--- config.mk ---
export PLATFORM = sky130hd
export DESIGN_NAME = ims_site_eval
export DESIGN_NICKNAME = d
export VERILOG_FILES = /design/src/rtl/core/ims_pkg.sv /design/src/rtl/core/ims_site_eval.sv
export SDC_FILE = /design/constraint.sdc
export NUM_CORES = 1
export LEC_CHECK = 0
export ABC_AREA = 1
export CAP_MARGIN = 10
export CORE_AREA = 2 2 160 162
export DETAILED_ROUTE_END_ITERATION = 12
export DIE_AREA = 0 0 162 164
export DONT_BUFFER_PORTS = 1
export SYNTH_ARGS = -nofsm -noshare
export SYNTH_HDL_FRONTEND = slang
export SYNTH_SLANG_ARGS = --single-unit
--- constraint.sdc ---
create_clock -name vclk -period 7.3
set_clock_uncertainty 0.05 [all_clocks]
set_input_delay 0.365 -clock vclk [all_inputs]
set_output_delay 0.365 -clock vclk [all_outputs]
set_load 0.01 [all_outputs]
--- src/rtl/core/ims_pkg.sv ---
package ims_pkg;

    localparam int DEF_MAX_SIDE  = 64;
    localparam int DEF_PROB_BITS = 12;

    localparam int ROW_W      = 6;
    localparam int RAND_W     = 12;
    localparam int ENT_W      = 12;
    localparam int TAB_W      = 60;
    localparam int SIDE_REG_W = 7;
    localparam int DIDX_W     = 3;
    localparam int MAG_W      = 14;
    localparam int CFG_IDX_W  = 2;
    localparam int CFG_DATA_W = 60;

    localparam logic [SIDE_REG_W-1:0] SIDE_RST = SIDE_REG_W'(64);
    localparam logic [TAB_W-1:0]      TAB_RST  = '1;

    typedef enum logic [CFG_IDX_W-1:0] {
        CFG_ROWS   = 2'd0,
        CFG_COLS   = 2'd1,
        CFG_TAB_DN = 2'd2,
        CFG_TAB_UP = 2'd3
    } t_cfg_idx;

    typedef struct packed {
        logic              accepted;
        logic              spin_out;
        logic [DIDX_W-1:0] delta_index;
        logic              up_inc;
        logic              up_dec;
    } t_eval_res;

endpackage

--- src/rtl/core/ims_site_eval.sv ---
module ims_site_eval #(
    parameter int MAX_SIDE  = ims_pkg::DEF_MAX_SIDE,
    parameter int PROB_BITS = ims_pkg::DEF_PROB_BITS
) (
    input  logic [MAX_SIDE-1:0]         i_row_c,
    input  logic [MAX_SIDE-1:0]         i_row_p,
    input  logic [MAX_SIDE-1:0]         i_row_n,
    input  logic [$clog2(MAX_SIDE)-1:0] i_col,
    input  logic [$clog2(MAX_SIDE)-1:0] i_col_p,
    input  logic [$clog2(MAX_SIDE)-1:0] i_col_n,
    input  logic                        i_op,
    input  logic                        i_spin_in,
    input  logic [ims_pkg::RAND_W-1:0]  i_rand_u,
    input  logic [ims_pkg::TAB_W-1:0]   i_tab_dn,
    input  logic [ims_pkg::TAB_W-1:0]   i_tab_up,
    output ims_pkg::t_eval_res          o_res,
    output logic [MAX_SIDE-1:0]         o_row_new
);

    localparam int G = ims_pkg::ENT_W - PROB_BITS;

    logic                             s;
    logic [ims_pkg::DIDX_W-1:0]       cnt;
    logic [ims_pkg::TAB_W-1:0]        tab;
    logic [ims_pkg::ENT_W-1:0]        ent;
    logic [PROB_BITS-1:0]             p;
    logic [PROB_BITS-1:0]             rr;
    logic                             flip;
    logic                             s_new;

    always_comb begin
        s   = i_row_c[i_col];
        cnt = ims_pkg::DIDX_W'(i_row_p[i_col] == s) + ims_pkg::DIDX_W'(i_row_n[i_col] == s)
            + ims_pkg::DIDX_W'(i_row_c[i_col_p] == s) + ims_pkg::DIDX_W'(i_row_c[i_col_n] == s);
        tab = s ? i_tab_up : i_tab_dn;
        unique case (cnt)
            3'd0:    ent = tab[0*ims_pkg::ENT_W +: ims_pkg::ENT_W];
            3'd1:    ent = tab[1*ims_pkg::ENT_W +: ims_pkg::ENT_W];
            3'd2:    ent = tab[2*ims_pkg::ENT_W +: ims_pkg::ENT_W];
            3'd3:    ent = tab[3*ims_pkg::ENT_W +: ims_pkg::ENT_W];
            3'd4:    ent = tab[4*ims_pkg::ENT_W +: ims_pkg::ENT_W];
            default: ent = '0;
        endcase
        p    = ent[ims_pkg::ENT_W-1:G];
        rr   = i_rand_u[ims_pkg::RAND_W-1:G];
        flip = !i_op && ((p == '1) || (rr < p));

        s_new = i_op ? i_spin_in : (s ^ flip);

        o_row_new         = i_row_c;
        o_row_new[i_col]  = s_new;

        o_res.accepted    = flip;
        o_res.spin_out    = s_new;
        o_res.delta_index = i_op ? '0 : cnt;
        o_res.up_inc      = !s && s_new;
        o_res.up_dec      = s && !s_new;
    end

endmodule

; ---- Word-level counts from Yosys, hierarchy flattened
; Index checks and enable logic that the tools add are counted.
[op_classes]
addsub = 3
order_cmp = 5
n_eq_ne = 9
mux = 17
n_bitwise = 1
reduce_logical = 9
[ops]
columns = op, n
row1 = $bwmux W64, 1
row2 = $mux W60, 1
row3 = $pmux W12 S5, 1
row4 = $bmux W1 S6, 5
row5 = $lt A6 B7 Y1 const B, 3
row6 = $eq A12 B12 Y1 const B, 1
row7 = $lt A12 B12 Y1, 1
row8 = $mux W1, 7
row9 = $demux W1 S6, 1
row10 = $eq A3 B2 Y1 const B, 2
row11 = $ge A6 B1 Y1 const B, 1
row12 = $eq A1 B1 Y1, 4
row13 = $logic_and A1 B1 Y1, 4
row14 = $add A2 B1 Y3, 1
row15 = $add A3 B1 Y3, 1
row16 = $eq A3 B1 Y1 const B, 1
row17 = $eq A3 B3 Y1 const B, 1
row18 = $logic_not A1 Y1, 3
row19 = $logic_not A3 Y1, 1
row20 = $mux W3, 1
row21 = $add A1 B1 Y2, 1
row22 = $logic_or A1 B1 Y1, 1
row23 = $xor A1 B1 Y1, 1
[word_totals]
register_bits = 0
input_bits = 344
output_inout_bits = 71
wordCells = 44

; ---- Depth between registers and ports, before layout
; Gate-level depths: netlist (run 1).
[depth]
word_depth = 15
ltp_mapped = 45
mapped_depth_nobuf = 40

; ---- Worst setup path before layout (run 1)
; OpenSTA, ideal clock, no wires.
[synth_path]
path_type = input-to-output
from = in i_col[2]
to = out o_row_new[54]
arrival_time_ns = 5.403
slack_ns = 1.482
stages = 36
path_buffers = 5
cell_sequence = buf_2 nor2_1 inv_1 nor2_1 clkbuf_1 a22oi_1 nand4_1 nand2_1 nand4_1 nor2_1 nand3_1 xor2_1 fa_1 ha_1 xnor2_1 nand2_1 nor2_1 clkbuf_1 nand2_1 nand3_1 nand2_1 nand2_1 inv_1 ha_1 a21oi_1 nor2_1 a211oi_1 o221a_2 nand2_1 nand3_1 nand2_1 nand2_2 buf_6 buf_8 nand3_2 nand2_1
[synth_via]
elab_chain_cells = 14
word_cells_on_any_way = 32
cone_classes = add/sub (3) / order compare (3) / eq/ne (9) / mux (12) / bitwise (1) / reduce/logical (4)
[synth_rtl]
columns = element, line
row1 = "start, declared", ims_site_eval.sv:8  ; input logic [$clog2(MAX_SIDE)-1:0] i_col,
row2 = $bmux W1 S6 (on tied branches), "ims_site_eval.sv:33, ims_site_eval.sv:32"
row3 = $mux W1 (on tied branches), "ims_site_eval.sv:33, ims_site_eval.sv:32"
row4 = $eq A1 B1 Y1, ims_site_eval.sv:33  ; cnt = ims_pkg::DIDX_W'(i_row_p[i_col] == s) + ims_pkg::DIDX_W'(i_row_n[i_col] == s)
row5 = $add A1 B1 Y2, ims_site_eval.sv:33
row6 = $add A2 B1 Y3, ims_site_eval.sv:34  ; + ims_pkg::DIDX_W'(i_row_c[i_col_p] == s) + ims_pkg::DIDX_W'(i_row_c[i_col_n] == s);
row7 = $add A3 B1 Y3, ims_site_eval.sv:34
row8 = "$eq A3 B3 Y1, or another cell as far along", ims_site_eval.sv:36  ; unique case (cnt)
row9 = $pmux W12 S5, ims_site_eval.sv:36
row10 = $lt A12 B12 Y1 / $eq A12 B12 Y1 (equally long branches), ims_site_eval.sv:46  ; flip = !i_op && ((p == '1) || (rr < p));
row11 = $logic_or A1 B1 Y1, ims_site_eval.sv:46
row12 = $logic_and A1 B1 Y1, ims_site_eval.sv:46
row13 = $xor A1 B1 Y1, ims_site_eval.sv:48  ; s_new = i_op ? i_spin_in : (s ^ flip);
row14 = $mux W1, ims_site_eval.sv:48
row15 = $bwmux W64 *, ims_site_eval.sv:51  ; o_row_new[i_col] = s_new;
row16 = "end, declared", ims_site_eval.sv:17  ; output logic [MAX_SIDE-1:0] o_row_new
; Every way passes the cells marked *; elsewhere a longest branch is shown, timed or not. The select of a mux whose other input is x is not followed.

; ---- Worst setup path in the final report (run 1)
[layout_path]
from = in i_col_n[0]
to = out o_row_new[50]
[layout_via]
elab_chain_cells = 12
word_cells_on_any_way = 17
cone_classes = add/sub (1) / order compare (1) / eq/ne (6) / mux (5) / bitwise (1) / reduce/logical (3)
[layout_rtl]
columns = element, line
row1 = "start, declared", ims_site_eval.sv:10  ; input logic [$clog2(MAX_SIDE)-1:0] i_col_n,
row2 = $bmux W1 S6 *, ims_site_eval.sv:34
row3 = $mux W1 (implied by the code) *, ims_site_eval.sv:34
row4 = $eq A1 B1 Y1 *, ims_site_eval.sv:34
row5 = $add A3 B1 Y3 *, ims_site_eval.sv:34
row6 = "$eq A3 B3 Y1, or another cell as far along", ims_site_eval.sv:36
row7 = $pmux W12 S5 *, ims_site_eval.sv:36
row8 = $lt A12 B12 Y1 / $eq A12 B12 Y1 (equally long branches), ims_site_eval.sv:46
row9 = $logic_or A1 B1 Y1 *, ims_site_eval.sv:46
row10 = $logic_and A1 B1 Y1 *, ims_site_eval.sv:46
row11 = $xor A1 B1 Y1 *, ims_site_eval.sv:48
row12 = $mux W1 *, ims_site_eval.sv:48
row13 = $bwmux W64 *, ims_site_eval.sv:51
; Marks and branches as above.

==> flow_summary.html, run 1 <==
<table>
<tr><th>Metric</th><th>Value</th></tr>
<tr><th colspan="2">Die</th></tr>
<tr><td>Y dimension of the die</td><td>164 um</td></tr>
<tr><td>Die area</td><td>0.0266 mm2</td></tr>
<tr><td>Initial core utilization</td><td>23.5%</td></tr>
<tr><td>X dimension of the die</td><td>162 um</td></tr>
<tr><td>Rows</td><td>58</td></tr>
<tr><td>Placeable core region</td><td>0.0248 mm2</td></tr>
<tr><td>Number of ports placed on the die boundary</td><td>415</td></tr>
<tr><th colspan="2">Cells and area</th></tr>
<tr><td>Cell area after layout</td><td>0.00616 mm2</td></tr>
<tr><td># clk buffers</td><td>0</td></tr>
<tr><td>Number of nets in the layout</td><td>1495</td></tr>
<tr><td>Final core area utilization</td><td>24.8%</td></tr>
<tr><td>Fraction of final layout cells with drive strength greater than 1</td><td>7.84%</td></tr>
<tr><td>Area Growth Syn to Fin</td><td>5.60%</td></tr>
<tr><td>Layout filler cell count</td><td>2907</td></tr>
<tr><td>Total number of sequential cells</td><td>0</td></tr>
<tr><td>Sequential cell area</td><td>0 um2</td></tr>
<tr><th colspan="2">Power</th></tr>
<tr><td>Overall Power</td><td>1.89 mW</td></tr>
<tr><td>Static leakage</td><td>2.60 nW</td></tr>
<tr><td>Part of the power in combinational logic</td><td>100.0%</td></tr>
<tr><td>Switching part of the total power</td><td>65.7%</td></tr>
<tr><td>Max rail drop VDD</td><td>0.282 mV</td></tr>
<tr><td>Cell internal pwr</td><td>650 uW</td></tr>
<tr><td>Switching power</td><td>1.25 mW</td></tr>
<tr><td>Power per Cell Area</td><td>308 mW/mm2</td></tr>
<tr><td>Part of the total power dissipated in sequential elements</td><td>0%</td></tr>
<tr><td>Clock network power share</td><td>0%</td></tr>
<tr><th colspan="2">Critical path</th></tr>
<tr><td>CP required</td><td>6880 ps</td></tr>
<tr><td>CP Class</td><td>input port to output pin</td></tr>
<tr><td>Endpoint type of the worst setup path</td><td>output pin</td></tr>
<tr><td>Critical-path cell with the highest stage delay</td><td>sky130_fd_sc_hd__inv_1</td></tr>
<tr><td>CP startpoint kind</td><td>input port</td></tr>
<tr><td>Buffers and inverters on the worst path</td><td>6</td></tr>
<tr><td>Gate family responsible for the most delay along the worst path</td><td>compound AO/OA/AOI/OAI gates</td></tr>
<tr><td>Critical path's most frequent cell</td><td>sky130_fd_sc_hd__nand2_1</td></tr>
<tr><td>Arrival @ worst endpoint</td><td>6340 ps</td></tr>
<tr><td>Highest net fanout along the worst path</td><td>33</td></tr>
<tr><td>Critical path's largest stage delay</td><td>490 ps</td></tr>
<tr><th colspan="2">Synthesis</th></tr>
<tr><td>Cells taking the most area after synthesis</td><td>sky130_fd_sc_hd__nand2_1, sky130_fd_sc_hd__o21ai_0, sky130_fd_sc_hd__nor2_1</td></tr>
<tr><td>Library cells used by synthesis</td><td>40</td></tr>
<tr><td>Share of the yosys chip area belonging to registers</td><td>0%</td></tr>
<tr><td>Most used standard cell by instance count after synthesis</td><td>sky130_fd_sc_hd__nand2_1</td></tr>
<tr><td>Net count after synthesis</td><td>1539</td></tr>
<tr><td>Synthesized instance count</td><td>1181</td></tr>
<tr><td>Most used standard cells in the synthesized netlist</td><td>sky130_fd_sc_hd__nand2_1, sky130_fd_sc_hd__o21ai_0, sky130_fd_sc_hd__nor2_1</td></tr>
<tr><td>Most area-hungry cell type in the Yosys netlist</td><td>sky130_fd_sc_hd__nand2_1</td></tr>
<tr><td>Netlist Area Pre-Place</td><td>0.00583 mm2</td></tr>
<tr><td>Share of Yosys cell area claimed by the top area cell type</td><td>24.5%</td></tr>
<tr><td>Total number of yosys warnings</td><td>0</td></tr>
<tr><td>Post-synthesis area per instance</td><td>4.94 um2</td></tr>
<tr><th colspan="2">Detailed routing</th></tr>
<tr><td>DRT Wirelength</td><td>34000 um</td></tr>
<tr><td>Vias per inst</td><td>5.81</td></tr>
<tr><td>Number of antenna-violating nets in the routed design</td><td>0</td></tr>
<tr><td>Drc violations</td><td>0</td></tr>
<tr><td>Number of optimization iterations in the first detailed-route pass</td><td>5</td></tr>
<tr><td>Routed wire length per instance</td><td>23.1 um</td></tr>
<tr><td>Routed via count</td><td>8534</td></tr>
<tr><td>Iter 0 DRT Violations</td><td>954</td></tr>
<tr><th colspan="2">Min path</th></tr>
<tr><td>Worst min-delay path class</td><td>input port to output pin</td></tr>
<tr><td>Endpoint, Worst Hold</td><td>o_res[6]</td></tr>
<tr><td>Startpoint of the lowest-slack hold path</td><td>i_op</td></tr>
<tr><td>Cells on Worst Hold Path</td><td>1</td></tr>
<tr><th colspan="2">STA</th></tr>
<tr><td>Aggregate negative setup slack</td><td>0 ps</td></tr>
<tr><td>Setup repair after global routing missed its margin</td><td>no</td></tr>
<tr><td>Final period demand of the worst path</td><td>6760 ps</td></tr>
<tr><td>Fin. max-slew vios</td><td>0</td></tr>
<tr><td>Final clock period utilization by the worst path</td><td>92.6%</td></tr>
<tr><td>Final hold violations</td><td>0</td></tr>
<tr><td>Timing-limited maximum frequency</td><td>148 MHz</td></tr>
<tr><td>Slew of the pin with the lowest slew margin</td><td>926 ps</td></tr>
<tr><td>Slew margin rel.</td><td>38.0%</td></tr>
<tr><td>Number of setup violations in the final report</td><td>0</td></tr>
<tr><th colspan="2">Job</th></tr>
<tr><td>Max-cap violations</td><td>0</td></tr>
<tr><th colspan="2">Placement</th></tr>
<tr><td>Total of buffers placed on input and output ports</td><td>0</td></tr>
<tr><td>Detailed placement HPWL</td><td>27500 um</td></tr>
<tr><td>Area after DPL</td><td>0.00611 mm2</td></tr>
<tr><td>Weighted congestion at the end of routability-driven global placement</td><td>0.983</td></tr>
<tr><th colspan="2">Global routing</th></tr>
<tr><td>Maximum number of pins on one net before global-route repair</td><td>67</td></tr>
<tr><td>Antenna violations before repair</td><td>4</td></tr>
<tr><td>Aggregate global-route resource usage</td><td>23.2%</td></tr>
<tr><td>Global-route wire length before repair</td><td>46600 um</td></tr>
<tr><td>Global route overflow</td><td>0</td></tr>
<tr><td>Number of global-route vias before repair</td><td>7442</td></tr>
<tr><th colspan="2">Status</th></tr>
<tr><td>Run status</td><td>finished, final reports clean</td></tr>
<tr><th colspan="2">Clock network</th></tr>
<tr><td>Post-cts hold buffer count</td><td>0</td></tr>
</table>
-- cell type report --
| class | instances | area, um2 | share of cell area [%] |
|---|---|---|---|
| diodes | 4 | 10.0 | 0.163 |
| repair inverters | 1 | 5.00 | 0.0813 |
| multi-input cells | 1002 | 5040 | 81.8 |
| well taps | 330 | 413 | 6.70 |
| inverters | 96 | 374 | 6.07 |
| repair buffers | 36 | 320 | 5.20 |
-- power groups by stage --
| stage | clock (mW) | sequential, mW | combinational (mW) |
|---|---|---|---|
| final | 0.000000938 | 0 | 1.89 |
| after global routing | 0.0000000367 | 0 | 2.10 |
| after global placement | 0 | 0 | 1.76 |
| after floorplan | 0 | 0 | 1.40 |
| after detailed placement | 0 | 0 | 1.79 |
| after CTS | 0 | 0 | 1.80 |
-- kinds of logic after synthesis --
family | after synthesis | share of synthesized area (%)
simple gates | 698 | 52.9
fa+ha+maj | 14 | 3.13
xor+xnor | 6 | 0.901
compound gates | 284 | 29.4
buf+inv | 179 | 13.7
-- layout by cell type (no fill, tap or decap), types with 4 or more instances in the layout --
cell type and count:
sky130_fd_sc_hd__a221oi_1 21, sky130_fd_sc_hd__o22ai_1 15, sky130_fd_sc_hd__buf_12 4, sky130_fd_sc_hd__xor2_1 5
sky130_fd_sc_hd__a22oi_1 17, sky130_fd_sc_hd__diode_2 4, sky130_fd_sc_hd__nand4_1 29, sky130_fd_sc_hd__nand3_2 40
sky130_fd_sc_hd__a22o_1 25, sky130_fd_sc_hd__nand2_1 381, sky130_fd_sc_hd__o211ai_1 4, sky130_fd_sc_hd__ha_1 13
sky130_fd_sc_hd__nand3_1 81, sky130_fd_sc_hd__o21ai_0 147, sky130_fd_sc_hd__buf_4 32, sky130_fd_sc_hd__a21oi_1 39
sky130_fd_sc_hd__nor3_1 13, sky130_fd_sc_hd__inv_1 86, sky130_fd_sc_hd__nor2_1 145
-- layer usage --
metal | routed length (um) | track usage (%) | up-vias
li1 | - | - | 3906
met4 | 1730 | 10.1 | 2
met1 | 12500 | 28.1 | 3819
met5 | 11 | 0 | -
met2 | 14800 | 37.0 | 689
met3 | 4920 | 8.31 | 118
-- repair_timing --
| action | in CTS | in global routing |
|---|---|---|
| gates resized for setup | 0 | 4 |
| buffers inserted | 0 | 1 |
| endpoints found under the setup margin | 0 | 67 |
-- worst max-delay path by stage --
stage | start | endpoint | slack (ps) | cells after the start
detailed placement | i_col[0] | o_res[0] | 150 | 39
global placement | i_col[1] | o_res[0] | 190 | 37
finish | i_col_n[0] | o_row_new[50] | 540 | 31
floorplan | i_col[2] | o_row_new[54] | 1480 | 36
CTS | i_col[1] | o_res[0] | 150 | 37
global route | i_col[0] | o_row_new[56] | 10 | 34
-- stage by stage --
step,hold WS [ps],cells,worst slack (ps)
final,742,1469,544
after global routing,740,1467,14.0
after CTS,743,1463,151
after detailed placement,743,1463,151
after global placement,745,1463,190
after floorplan,728,1181,1480
Power figures use the tool's default switching activity.
==> run 2: changes to the inputs <==
--- a/config.mk
+++ b/config.mk
@@ -7,9 +7,9 @@
 export LEC_CHECK = 0
 export ABC_AREA = 1
 export CAP_MARGIN = 10
-export CORE_AREA = 2 2 160 162
+export CORE_AREA = 4 4 161 163
 export DETAILED_ROUTE_END_ITERATION = 12
-export DIE_AREA = 0 0 162 164
+export DIE_AREA = 0 0 165 167
 export DONT_BUFFER_PORTS = 1
 export SYNTH_ARGS = -nofsm -noshare
 export SYNTH_HDL_FRONTEND = slang
==> constraint.sdc (replaced) <==
create_clock -name vclk -period 5.8
set_clock_uncertainty 0.05 [all_clocks]
set_input_delay 0.29 -clock vclk [all_inputs]
set_output_delay 0.29 -clock vclk [all_outputs]
set_load 0.01 [all_outputs]
==> run 2 against run 1 <==
Net effect:
- non-clock buffer count up 84
- critical path depth up 10
- die area up 3.7%
- flip-flop and latch count unchanged
- worst setup slack worse by 620 ps
- clock-buffer cell count unchanged
- first-iteration DRC count up 26%
- hold slack worse by 140 ps
- critical path type unchanged
- design area up 27%
- highest routed layer unchanged
- largest cell class unchanged
- the run now ends with setup timing left
- sequential share of layout area unchanged
==> flow_summary.html, run 2 (synthesized netlist as in run 1, its figures left out) <==
<table>
<tr><th>Metric</th><th>Value</th></tr>
<tr><th colspan="2">Cells and area</th></tr>
<tr><td>Highest-count cells in the layout ignoring fill and taps</td><td>sky130_fd_sc_hd__nand2_1, sky130_fd_sc_hd__o21ai_0, sky130_fd_sc_hd__nor2_1</td></tr>
<tr><td>Layout filler cell count</td><td>2725</td></tr>
<tr><td>Fraction of final layout cells with drive strength greater than 1</td><td>25.8%</td></tr>
<tr><td>Total number of sequential cells</td><td>0</td></tr>
<tr><td>Area Growth Syn to Fin</td><td>33.6%</td></tr>
<tr><td>Number of nets in the layout</td><td>1578</td></tr>
<tr><td>Area occupied by multi-input gates</td><td>0.00562 mm2</td></tr>
<tr><td>Commonest non-fill, non-tap cell in the layout</td><td>sky130_fd_sc_hd__nand2_1</td></tr>
<tr><td>Sequential cell area</td><td>0 um2</td></tr>
<tr><td># clk buffers</td><td>0</td></tr>
<tr><th colspan="2">Die</th></tr>
<tr><td>Number of ports placed on the die boundary</td><td>415</td></tr>
<tr><td>Die area</td><td>0.0276 mm2</td></tr>
<tr><td>X dimension of the die</td><td>165 um</td></tr>
<tr><td>Rows</td><td>57</td></tr>
<tr><td>Y dimension of the die</td><td>167 um</td></tr>
<tr><td>Placeable core region</td><td>0.0243 mm2</td></tr>
<tr><td>Initial core utilization</td><td>24.0%</td></tr>
<tr><th colspan="2">Power</th></tr>
<tr><td>Switching part of the total power</td><td>50.9%</td></tr>
<tr><td>Static leakage</td><td>3.25 nW</td></tr>
<tr><td>Clock network power share</td><td>0%</td></tr>
<tr><td>Switching power</td><td>2.07 mW</td></tr>
<tr><td>Part of the power in combinational logic</td><td>100.0%</td></tr>
<tr><td>Part of the total power dissipated in sequential elements</td><td>0%</td></tr>
<tr><td>Power per Cell Area</td><td>522 mW/mm2</td></tr>
<tr><td>Overall Power</td><td>4.07 mW</td></tr>
<tr><td>Cell internal pwr</td><td>2.00 mW</td></tr>
<tr><td>Max rail drop VDD</td><td>0.451 mV</td></tr>
<tr><th colspan="2">STA</th></tr>
<tr><td>Setup repair after global routing missed its margin</td><td>yes</td></tr>
<tr><td>Final period demand of the worst path</td><td>5880 ps</td></tr>
<tr><td>Slew margin rel.</td><td>33.3%</td></tr>
<tr><td>Aggregate negative setup slack</td><td>-2860 ps</td></tr>
<tr><td>Timing-limited maximum frequency</td><td>170 MHz</td></tr>
<tr><td>Final clock period utilization by the worst path</td><td>101%</td></tr>
<tr><td>Slew of the pin with the lowest slew margin</td><td>1000 ps</td></tr>
<tr><td>Fin. max-slew vios</td><td>0</td></tr>
<tr><td>Number of setup violations in the final report</td><td>63</td></tr>
<tr><td>Slack of the critical path</td><td>-77.0 ps</td></tr>
<tr><td>Final hold violations</td><td>0</td></tr>
<tr><th colspan="2">Critical path</th></tr>
<tr><td>Launching element of the worst setup path</td><td>i_col[2]</td></tr>
<tr><td>Critical path's most frequent cell</td><td>sky130_fd_sc_hd__nand2_1</td></tr>
<tr><td>Critical path capture point</td><td>o_row_new[58]</td></tr>
<tr><td>Arrival @ worst endpoint</td><td>5540 ps</td></tr>
<tr><td>CP startpoint kind</td><td>input port</td></tr>
<tr><td>CP Class</td><td>input port to output pin</td></tr>
<tr><td>CP required</td><td>5460 ps</td></tr>
<tr><td>Critical-path cell with the highest stage delay</td><td>sky130_fd_sc_hd__fa_2</td></tr>
<tr><td>Critical path's largest stage delay</td><td>510 ps</td></tr>
<tr><td>Highest net fanout along the worst path</td><td>12</td></tr>
<tr><td>Endpoint type of the worst setup path</td><td>output pin</td></tr>
<tr><th colspan="2">Global routing</th></tr>
<tr><td>Met3 Use GR</td><td>9.39%</td></tr>
<tr><td>Number of global-route vias before repair</td><td>8173</td></tr>
<tr><td>Antenna violations before repair</td><td>7</td></tr>
<tr><td>Aggregate global-route resource usage</td><td>24.5%</td></tr>
<tr><td>GR met2 Demand/Resource</td><td>41.9%</td></tr>
<tr><td>M1 GR Usage</td><td>28.0%</td></tr>
<tr><td>Global route overflow</td><td>0</td></tr>
<tr><td>Global-route wire length before repair</td><td>52000 um</td></tr>
<tr><td>GR peak layer</td><td>met2</td></tr>
<tr><td>Maximum number of pins on one net before global-route repair</td><td>67</td></tr>
<tr><th colspan="2">Status</th></tr>
<tr><td>Run status</td><td>finished, violations left</td></tr>
<tr><td>Failing checks</td><td>setup timing</td></tr>
<tr><th colspan="2">Job</th></tr>
<tr><td>Max-cap violations</td><td>0</td></tr>
<tr><th colspan="2">Detailed routing</th></tr>
<tr><td>Routed via count</td><td>8923</td></tr>
<tr><td>Drc violations</td><td>0</td></tr>
<tr><td>DRT Wirelength</td><td>37900 um</td></tr>
<tr><td>Number of antenna-violating nets in the routed design</td><td>0</td></tr>
<tr><td>Routed wire length per instance</td><td>24.6 um</td></tr>
<tr><td>Vias per inst</td><td>5.78</td></tr>
<tr><td>Iter 0 DRT Violations</td><td>1200</td></tr>
<tr><td>Number of optimization iterations in the first detailed-route pass</td><td>6</td></tr>
<tr><th colspan="2">Placement</th></tr>
<tr><td>Weighted congestion at the end of routability-driven global placement</td><td>1.00</td></tr>
<tr><td>Total of buffers placed on input and output ports</td><td>0</td></tr>
<tr><td>Place WS</td><td>-463 ps</td></tr>
<tr><td>Detailed placement HPWL</td><td>29800 um</td></tr>
<tr><th colspan="2">Min path</th></tr>
<tr><td>Worst min-delay path class</td><td>input port to output pin</td></tr>
<tr><th colspan="2">Clock network</th></tr>
<tr><td>Post-cts hold buffer count</td><td>0</td></tr>
</table>
[run 2: worst min-delay path by stage]
stage,start,end,slack (ps),depth (start not counted)
finish,i_op,o_res[4],600,1
global route,i_op,o_res[4],600,1
CTS,i_op,o_res[4],610,1
detailed placement,i_op,o_res[4],610,1
global placement,i_op,o_res[4],610,1
floorplan,i_op,o_res[2],580,1
[run 2: power by group through the flow]
stage                  clock, mW  sequential [mW]  combinational (mW)
global placement               0                0                2.79
detailed placement             0                0                2.81
floorplan                      0                0                1.77
CTS                            0                0                3.41
global route        0.0000000232                0                4.36
finish              0.0000000464                0                4.07
[run 2: layout make-up]
cell class | instances | share of cell area (%)
Tap cell | 324 | 5.20
Antenna cell | 2 | 0.0642
Multi-Input combinational cell | 1002 | 72.1
Timing Repair Buffer | 120 | 17.8
Inverter | 96 | 4.85
[run 2: metrics by stage]
step	utilization [%]	instances	hold slack, ps	instance area (um2)
2_1_floorplan	-	1181	578	5830
3_3_place_gp	27.6	1516	606	6710
3_5_place_dp	27.6	1516	606	6710
4_1_cts	29.8	1525	606	7250
5_1_grt	32.0	1543	601	7790
6_report	32.1	1544	603	7790
[run 2: worst max-delay path, delay by kind of cell]
family / cells / cell delay (ps)
fa+ha+maj: 3 / 1010
xor+xnor: 2 / 380
compound gates: 5 / 810
simple gates: 21 / 1820
buf+inv: 10 / 1180
[run 2: layer usage]
layer / wire (um) / vias up
li1: - / 4074
met1: 13400 / 4064
met2: 18000 / 665
met3: 4980 / 110
met4: 1390 / 10
met5: 65 / -
[run 2: repair_timing]
item,CTS,global route
buffers inserted,8,11
gates cloned,4,6
gates resized for setup,114,83
pin swaps,22,51
setup endpoints to repair,68,67
hold endpoints to repair,0,0
